**src/rtl/core/reversible_deque_engine_assert.svh**
```systemverilog
// Assertion macros for the reversible deque engine.
// Used by the top level; no other dependencies.
// Each macro is empty when SYNTHESIS is defined.
`ifndef REVERSIBLE_DEQUE_ENGINE_ASSERT_SVH
`define REVERSIBLE_DEQUE_ENGINE_ASSERT_SVH

`ifndef SYNTHESIS

// Check that a condition holds at every clock edge outside reset.
`define RDE_ASSERT_ALWAYS(label, clk, rst_n, cond) \
    label: assert property (@(posedge clk) disable iff (!rst_n) (cond)) \
        else $error("rde assertion failed: always");

// Check that an antecedent implies a consequent in the same cycle.
`define RDE_ASSERT_IMPLIES(label, clk, rst_n, ante, cons) \
    label: assert property (@(posedge clk) disable iff (!rst_n) (ante) |-> (cons)) \
        else $error("rde assertion failed: implication");

// Check that an antecedent implies a consequent in the next cycle.
`define RDE_ASSERT_NEXT(label, clk, rst_n, ante, cons) \
    label: assert property (@(posedge clk) disable iff (!rst_n) (ante) |=> (cons)) \
        else $error("rde assertion failed: next cycle");

`else

`define RDE_ASSERT_ALWAYS(label, clk, rst_n, cond)
`define RDE_ASSERT_IMPLIES(label, clk, rst_n, ante, cons)
`define RDE_ASSERT_NEXT(label, clk, rst_n, ante, cons)

`endif

`endif

```
**src/rtl/core/rde_pkg.sv**
```systemverilog
// Shared types, constants and helpers for the reversible deque engine.
// No dependencies.
package rde_pkg;

    localparam int DEPTH      = 64;
    localparam int VALUE_BITS = 16;

    localparam int PTR_W = (DEPTH > 1) ? $clog2(DEPTH) : 1;
    localparam int CNT_W = $clog2(DEPTH + 1) > 0 ? $clog2(DEPTH + 1) : 1;

    localparam int MODE_W   = 3;
    localparam int STATUS_W = 2;
    localparam int OUT_W    = 16;
    localparam int IN_W     = 16;

    typedef enum logic [MODE_W-1:0] {
        MODE_CLEAR   = 3'd0,
        MODE_LOAD    = 3'd1,
        MODE_REVERSE = 3'd2,
        MODE_DELETE  = 3'd3,
        MODE_DUMP    = 3'd4
    } mode_t;

    typedef enum logic [STATUS_W-1:0] {
        ST_ELEM  = 2'd0,
        ST_EMPTY = 2'd1,
        ST_ERROR = 2'd2
    } status_t;

    typedef enum logic {
        S_IDLE = 1'b0,
        S_DUMP = 1'b1
    } state_t;

    // Ring index arithmetic: both operands are below DEPTH.
    function automatic logic [PTR_W-1:0] wrap_add(input logic [PTR_W-1:0] base,
                                                   input logic [PTR_W-1:0] off);
        logic [PTR_W:0] sum;
        sum = {1'b0, base} + {1'b0, off};
        if (sum >= (PTR_W+1)'(DEPTH)) begin
            sum = sum - (PTR_W+1)'(DEPTH);
        end
        return sum[PTR_W-1:0];
    endfunction

endpackage

```
**src/rtl/core/rde_ram.sv**
```systemverilog
// Generic single-write, single-read synchronous RAM with registered read.
// No dependencies.
module rde_ram #(
    parameter int DATA_W     = 16,
    parameter int ADDR_DEPTH = 64,
    parameter int ADDR_W_L   = (ADDR_DEPTH > 1) ? $clog2(ADDR_DEPTH) : 1
) (
    input  logic                   clk,
    input  logic                   we,
    input  logic [ADDR_W_L-1:0]    waddr,
    input  logic [DATA_W-1:0]      wdata,
    input  logic                   re,
    input  logic [ADDR_W_L-1:0]    raddr,
    output logic [DATA_W-1:0]      rdata
);
    logic [DATA_W-1:0] mem [ADDR_DEPTH];
    logic [DATA_W-1:0] rdata_reg;

    always_ff @(posedge clk)
    begin
        if (we)
        begin
            mem[waddr] <= wdata;
        end
        // hold read data until the next read
        if (re)
        begin
            rdata_reg <= mem[raddr];
        end
    end

    assign rdata = rdata_reg;

endmodule

```
**src/rtl/core/reversible_deque_engine.sv**
```systemverilog
// Reversible deque engine: ring-buffer deque in one synchronous RAM, with a reverse flag.
// Timing: clear, load, reverse and delete take effect at the accepting edge; an empty or
//   error dump shows its result the cycle after acceptance; dump elements pass the RAM read
//   register and output register, one per cycle while out_ready is high. Throughput: one
//   command per cycle when idle and the output slot is free; a dump holds the input until
//   its last element is registered. Reset (rst_n, async) clears pointers, count and flags.
module reversible_deque_engine
    import rde_pkg::*;
(
    input  logic                  clk,
    input  logic                  rst_n,
    input  logic                  in_valid,
    output logic                  in_ready,
    input  logic [MODE_W-1:0]     mode,
    input  logic [IN_W-1:0]       value,
    output logic                  out_valid,
    input  logic                  out_ready,
    output logic [STATUS_W-1:0]   status,
    output logic [OUT_W-1:0]      value_res,
    output logic                  last
);
    `include "reversible_deque_engine_assert.svh"

    // ------------------------------------------------------------------
    // Architectural state: head pointer, element count, flags.
    // The element store itself lives in the RAM below.
    // ------------------------------------------------------------------
    logic [PTR_W-1:0]      head_reg,  head_next;
    logic [CNT_W-1:0]      cnt_reg,   cnt_next;
    logic                  rev_reg,   rev_next;
    logic                  err_reg,   err_next;
    state_t                state_reg, state_next;

    // Dump sequencer: number of reads issued, and the read beat waiting in the RAM
    // output register together with its final-element mark.
    logic [CNT_W-1:0]      idx_reg,       idx_next;
    logic                  pend_reg,      pend_next;
    logic                  pend_last_reg, pend_last_next;

    // Output register: holds one result beat until the consumer takes it.
    logic                  out_valid_reg,  out_valid_next;
    status_t               out_status_reg, out_status_next;
    logic [OUT_W-1:0]      out_value_reg,  out_value_next;
    logic                  out_last_reg,   out_last_next;

    // RAM port signals
    logic                  ram_we;
    logic [PTR_W-1:0]      ram_waddr;
    logic [VALUE_BITS-1:0] ram_wdata;
    logic                  ram_re;
    logic [PTR_W-1:0]      ram_raddr;
    logic [VALUE_BITS-1:0] ram_rdata;

    logic                  dumping;
    logic                  out_free;
    logic                  accept;
    logic                  take;
    logic                  issue;
    logic [PTR_W-1:0]      dump_off;
    logic [31:0]           value_wide;
    logic [31:0]           rdata_wide;

    // Input value masked to the stored width, RAM data cut to the 16-bit result.
    assign value_wide = 32'(value);
    assign ram_wdata  = value_wide[VALUE_BITS-1:0];
    assign rdata_wide = 32'(ram_rdata);

    assign dumping = (state_reg == S_DUMP);

    // The output slot frees up when empty or when the current beat leaves.
    assign out_free = !out_valid_reg || out_ready;
    assign in_ready = !dumping && out_free;
    assign accept   = in_valid && in_ready;

    // Dump sequencing: move the waiting RAM beat into the output register, and
    // keep one read in flight so elements stream at one per cycle while out_ready is high.
    assign take  = dumping && pend_reg && out_free;
    assign issue = dumping && (idx_reg < cnt_reg) && (!pend_reg || take);

    // Reverse order walks the logical offsets from the back.
    assign dump_off = rev_reg ? PTR_W'(cnt_reg - idx_reg - CNT_W'(1)) : PTR_W'(idx_reg);

    always_comb
    begin
        head_next       = head_reg;
        cnt_next        = cnt_reg;
        rev_next        = rev_reg;
        err_next        = err_reg;
        state_next      = state_reg;
        idx_next        = idx_reg;
        pend_next       = pend_reg;
        pend_last_next  = pend_last_reg;
        out_valid_next  = out_valid_reg && !out_ready;
        out_status_next = out_status_reg;
        out_value_next  = out_value_reg;
        out_last_next   = out_last_reg;
        ram_we          = 1'b0;
        ram_waddr       = wrap_add(head_reg, PTR_W'(cnt_reg));
        ram_re          = 1'b0;
        ram_raddr       = wrap_add(head_reg, dump_off);

        case (state_reg)
            S_IDLE:
            begin
                if (accept)
                begin
                    case (mode)
                        MODE_CLEAR:
                        begin
                            head_next = '0;
                            cnt_next  = '0;
                            rev_next  = 1'b0;
                            err_next  = 1'b0;
                        end
                        MODE_LOAD:
                        begin
                            // drop the load when the store is full
                            if (cnt_reg < CNT_W'(DEPTH))
                            begin
                                ram_we   = 1'b1;
                                cnt_next = cnt_reg + CNT_W'(1);
                            end
                        end
                        MODE_REVERSE:
                        begin
                            if (!err_reg)
                            begin
                                rev_next = !rev_reg;
                            end
                        end
                        MODE_DELETE:
                        begin
                            if (!err_reg)
                            begin
                                if (cnt_reg == '0)
                                begin
                                    err_next = 1'b1;
                                end
                                else
                                begin
                                    // reversed front is the physical back: head stays
                                    if (!rev_reg)
                                    begin
                                        head_next = wrap_add(head_reg, PTR_W'(1));
                                    end
                                    cnt_next = cnt_reg - CNT_W'(1);
                                end
                            end
                        end
                        MODE_DUMP:
                        begin
                            if (err_reg)
                            begin
                                out_valid_next  = 1'b1;
                                out_status_next = ST_ERROR;
                                out_value_next  = '0;
                                out_last_next   = 1'b1;
                            end
                            else if (cnt_reg == '0)
                            begin
                                out_valid_next  = 1'b1;
                                out_status_next = ST_EMPTY;
                                out_value_next  = '0;
                                out_last_next   = 1'b1;
                            end
                            else
                            begin
                                state_next = S_DUMP;
                                idx_next   = '0;
                                pend_next  = 1'b0;
                            end
                        end
                        default:
                        begin
                            // unused modes: no effect, no result
                        end
                    endcase
                end
            end
            S_DUMP:
            begin
                if (take)
                begin
                    out_valid_next  = 1'b1;
                    out_status_next = ST_ELEM;
                    out_value_next  = rdata_wide[OUT_W-1:0];
                    out_last_next   = pend_last_reg;
                    pend_next       = 1'b0;
                    if (pend_last_reg)
                    begin
                        state_next = S_IDLE;
                    end
                end
                if (issue)
                begin
                    ram_re         = 1'b1;
                    idx_next       = idx_reg + CNT_W'(1);
                    pend_next      = 1'b1;
                    pend_last_next = (idx_reg == cnt_reg - CNT_W'(1));
                end
            end
            default:
            begin
                state_next = S_IDLE;
            end
        endcase
    end

    always_ff @(posedge clk or negedge rst_n)
    begin
        if (!rst_n)
        begin
            state_reg     <= S_IDLE;
            head_reg      <= '0;
            cnt_reg       <= '0;
            rev_reg       <= 1'b0;
            err_reg       <= 1'b0;
            idx_reg       <= '0;
            pend_reg      <= 1'b0;
            pend_last_reg <= 1'b0;
            out_valid_reg <= 1'b0;
        end
        else
        begin
            state_reg     <= state_next;
            head_reg      <= head_next;
            cnt_reg       <= cnt_next;
            rev_reg       <= rev_next;
            err_reg       <= err_next;
            idx_reg       <= idx_next;
            pend_reg      <= pend_next;
            pend_last_reg <= pend_last_next;
            out_valid_reg <= out_valid_next;
        end
    end

    // Result payload: no reset needed.
    always_ff @(posedge clk)
    begin
        out_status_reg <= out_status_next;
        out_value_reg  <= out_value_next;
        out_last_reg   <= out_last_next;
    end

    // Element store. Writes happen only in idle and reads only during a dump,
    // so the two ports never touch the same entry in the same cycle.
    rde_ram #(
        .DATA_W     (VALUE_BITS),
        .ADDR_DEPTH (DEPTH)
    ) u_store (
        .clk   (clk),
        .we    (ram_we),
        .waddr (ram_waddr),
        .wdata (ram_wdata),
        .re    (ram_re),
        .raddr (ram_raddr),
        .rdata (ram_rdata)
    );

    assign out_valid = out_valid_reg;
    assign status    = out_status_reg;
    assign value_res = out_value_reg;
    assign last      = out_last_reg;

    // ------------------------------------------------------------------
    // Assertions
    // ------------------------------------------------------------------
    `RDE_ASSERT_ALWAYS(a_cnt_bound, clk, rst_n, cnt_reg <= CNT_W'(DEPTH))
    `RDE_ASSERT_IMPLIES(a_dump_nonempty, clk, rst_n, dumping, cnt_reg != '0 && !err_reg)
    `RDE_ASSERT_IMPLIES(a_pend_in_dump, clk, rst_n, pend_reg, dumping)
    `RDE_ASSERT_NEXT(a_dump_hold, clk, rst_n, dumping, $stable({cnt_reg, head_reg, rev_reg}))

endmodule

```
**config.mk**
```make
export PLATFORM = sky130hd
export DESIGN_NAME = reversible_deque_engine
export DESIGN_NICKNAME = d
export VERILOG_FILES = /design/src/rtl/core/rde_pkg.sv /design/src/rtl/core/rde_ram.sv /design/src/rtl/core/reversible_deque_engine.sv
export VERILOG_INCLUDE_DIRS = /design/src /design/src/rtl/core
export SDC_FILE = /design/constraint.sdc
export NUM_CORES = 1
export LEC_CHECK = 0
export BUFFER_PORTS_ARGS = -buffer_cell sky130_fd_sc_hd__buf_2
export CAP_MARGIN = 20
export CORE_ASPECT_RATIO = 0.7
export CORE_MARGIN = 1.5
export CORE_UTILIZATION = 35
export CTS_BUF_LIST = sky130_fd_sc_hd__clkbuf_4 sky130_fd_sc_hd__clkbuf_8
export DETAILED_ROUTE_END_ITERATION = 10
export PLACE_DENSITY = 0.53
export SLEW_MARGIN = 15
export SYNTH_ARGS = -nofsm -noshare
export SYNTH_HDL_FRONTEND = slang
export SYNTH_HIERARCHICAL = 1
export SYNTH_SLANG_ARGS = --single-unit
```
**constraint.sdc**
```tcl
create_clock -name clk -period 5.12 [get_ports clk]
set_clock_uncertainty 0.15 [all_clocks]
set_input_delay 0.512 -clock clk [delete_from_list [all_inputs] [get_ports clk]]
set_output_delay 0.512 -clock clk [all_outputs]
set_load 0.02 [all_outputs]
```
==> key figures <==
Timing
  – Fin. max-slew vios: 0
  – Worst Max-Slew Pin Slew: 1040 ps
  – Fin crit share: 93.4%
  – Fin crit period: 4780 ps
  – Peak Freq: 0.209 GHz
  – Final setup fails: 0
  – Setup TNS: 0 ps
  – Hold Slack: 93.3 ps
  – Rel. slew slack: 30.4%
  – Hold Vio Cnt, Final: 0
  – RSZ-0062 raised after global routing: no

Synth
  – Synth Flop Type: edfxtp_1
  – Synth async-reset ratio: 2.40%
  – Area leader, netlist: edfxtp_1
  – Seq cells post-synth: 1085
  – Mapped Area: 43500 sq um
  – Post-synthesis average cell area: 20.0 sq um
  – Post-synth EDFFs: 1059
  – Ys Warns: 6
  – Yosys cell types: 77
  – Area contributors post-synth: edfxtp_1 73%, mux4_2 11%, mux2i_1 2.0%
  – Top post-synthesis cells by count: 1059 x edfxtp_1, 220 x mux4_2, 87 x mux2i_1, 87 x nor2_1, 85 x nand2_1
  – Seq/Total Area, Yosys: 74.7%
  – Cells after Synth: 2173
  – Synth top area share: 73.2%
  – Most frequent cell after synthesis: edfxtp_1
  – Post-synth net total: 2224

Floorplanning
  – Die Wd: 424 microns
  – CORE AREA: 122000 sq um
  – Die Y: 298 microns
  – I/O pin count: 44
  – Row cnt: 107
  – Initial Utilization: 35.5%
  – Die area: 126000 sq um

Drt
  – Via Count: 22.3k
  – DR vias/cell: 5.32
  – Antenna Violating Nets Remaining: 0
  – Detailed-route DRC error count: 0
  – WL/cell: 26.9 microns
  – Routed WL: 113 mm
  – Initial drt markers: 2590
  – 1st-pass router iterations: 6

Global route
  – Grt met3 use: 6.92%
  – Grt met2 use: 24.1%
  – Largest net degree at the start of global routing: 65
  – Top Usage Layer GRT: met1
  – Met1 GRT Util: 26.4%
  – Vias in the first global route: 22.6k
  – Total GRT Usage: 17.9%
  – Initial antenna violation count: 8
  – First-pass GRT wire length: 162 mm
  – Total gr overflow: 0

Worst setup path
  – Worst R2R Path Depth: 17
  – Reg2reg start: idx_reg[0]
  – CP max FO: 16
  – Data arrival, critical path: 5330 ps
  – Crit path required time: 5670 ps
  – Critical Path Source Type: flop
  – Reg2reg end: u_store/rdata[5]
  – R2r setup slk: 340 ps
  – CP Class: reg -> reg
  – CP Launch Point: idx_reg[0]
  – Kind of end point of the critical path: flop
  – Critical Path Sink: u_store/rdata[5]

Clock network
  – CTS H-Tree Depth: 4
  – Clock sinks: 1085
  – Root Driver: clkbuf_8
  – CTS Buf Count: 158
  – Resized Gates After CTS: 0
  – Clock Path Buffers: 3
  – CTS tree: yes
  – Post-CTS Setup Bufs: 0
  – Post-CTS Hold Buffers: 9
  – Worst-path clk slew: 70 ps
  – Clk_lat worst skew: 830 ps

Place
  – Placer congestion estimate: 0.860
  – Dpl cells: 3901
  – Placed cell area: 46400 sq um
  – Detailed placement HPWL: 70.1 mm
  – I/O Buffers: 43

Finish
  – Area Growth Syn to Fin: 13.9%
  – Largest register FFs: 1024
  – Final instance area: 49500 sq um
  – Share of post-route cells with drive strength above 1: 28.5%
  – Final net count: 2486
  – Filler Cells Inserted: 10.8k
  – Finished Layout Cells: 4189

Run status
  – Status: completed

Worst hold path
  – Tightest Hold Check Type: in -> async

Job
  – Maxcap violations: 0
final cells by class:
cell class / instances / area [sq um] / share of cell area [%]
flip-flops and latches: 1085 / 32500 / 65.5
multi-input cells: 946 / 10200 / 20.6
clock buffers: 214 / 2630 / 5.30
well taps: 1635 / 2050 / 4.13
repair buffers: 219 / 1710 / 3.45
clock inverters: 63 / 380 / 0.768
inverters: 25 / 93.8 / 0.190
diodes: 2 / 5.00 / 0.0101
logic make-up after synthesis:
group                    after synthesis  share of synthesized area [%]
AO/OA/AOI/OAI                        221                           3.67
buffers and inverters                142                           2.02
AND/OR/NAND/NOR                      337                           3.97
adder cells (fa/ha/maj)               28                          0.858
flip-flops                          1085                           74.7
multiplexers                         339                           14.4
XOR/XNOR                              21                          0.423
metrics by stage:
| stage | util (%) | setup WS (ps) |
|---|---|---|
| 3_3_place_gp | 37.9 | 476 |
| 3_5_place_dp | 37.9 | 438 |
| 2_1_floorplan | - | 1180 |
| 4_1_cts | 40.5 | 422 |
| 5_1_grt | 40.5 | 185 |
| 6_report | 40.5 | 340 |
worst max-delay path, cell delays in order, from the launching register on:
cell	delay, ps
dfrtp_1	400
inv_1	110
ha_1	230
inv_1	70
fa_1	420
inv_1	80
a21o_1	120
a21oi_1	70
xnor2_1	130
nand2_1	60
o21ai_0	210
ha_1	420
xnor2_2	660
buf_4	290
and2_1	550
a22oi_1	210
nand3_1	230
and4_1	220
worst min-delay path by stage:
stage	from	to	slack, ps	cells past startpoint
after floorplan	rst_n	cnt_reg[0]	70	0
after detailed placement	pend_last_reg	pend_last_reg	370	2
after CTS	rst_n	idx_reg[4]	30	2
final	rst_n	idx_reg[3]	90	2
after global placement	pend_last_reg	pend_last_reg	370	2
after global routing	rst_n	idx_reg[3]	110	2
metal layers:
| layer | vias up | wire length (microns) |
|---|---|---|
| li1 | 9469 | - |
| met1 | 11700 | 51100 |
| met2 | 926 | 46300 |
| met3 | 173 | 12600 |
| met4 | 2 | 2540 |
| met5 | - | 44 |
layout by cell type, fill, tap and decap left out, types with 7 or more instances in the layout:
cell type | Yosys | final
edfxtp_1 | 1059 | 1059
mux4_2 | 220 | 220
clkbuf_8 | 0 | 163
buf_4 | 12 | 155
nor2_1 | 87 | 87
mux2i_1 | 87 | 87
nand2_1 | 85 | 85
clkbuf_4 | 1 | 51
clkinv_1 | 0 | 44
buf_2 | 42 | 43
a22oi_1 | 39 | 39
nor2b_1 | 38 | 36
a21oi_1 | 34 | 34
nand3_1 | 34 | 34
mux2_2 | 28 | 28
dfrtp_1 | 26 | 26
ha_1 | 25 | 24
inv_1 | 22 | 22
o21ai_0 | 22 | 22
and2_1 | 18 | 18
o21ai_1 | 17 | 16
a221oi_1 | 16 | 16
nand4_1 | 15 | 15
xnor2_1 | 17 | 14
a22o_1 | 13 | 13
a31oi_1 | 12 | 12
buf_12 | 5 | 12
a211oi_1 | 10 | 10
nand2b_1 | 9 | 9
clkinv_2 | 0 | 9
dlygate4sd3_1 | 0 | 9
a211o_1 | 8 | 8
a311oi_1 | 8 | 8
nor3_1 | 9 | 7
a221o_1 | 7 | 7
Power is not shown: default switching activity piles up to over one toggle a cycle in this logic, so the estimate is an artifact.
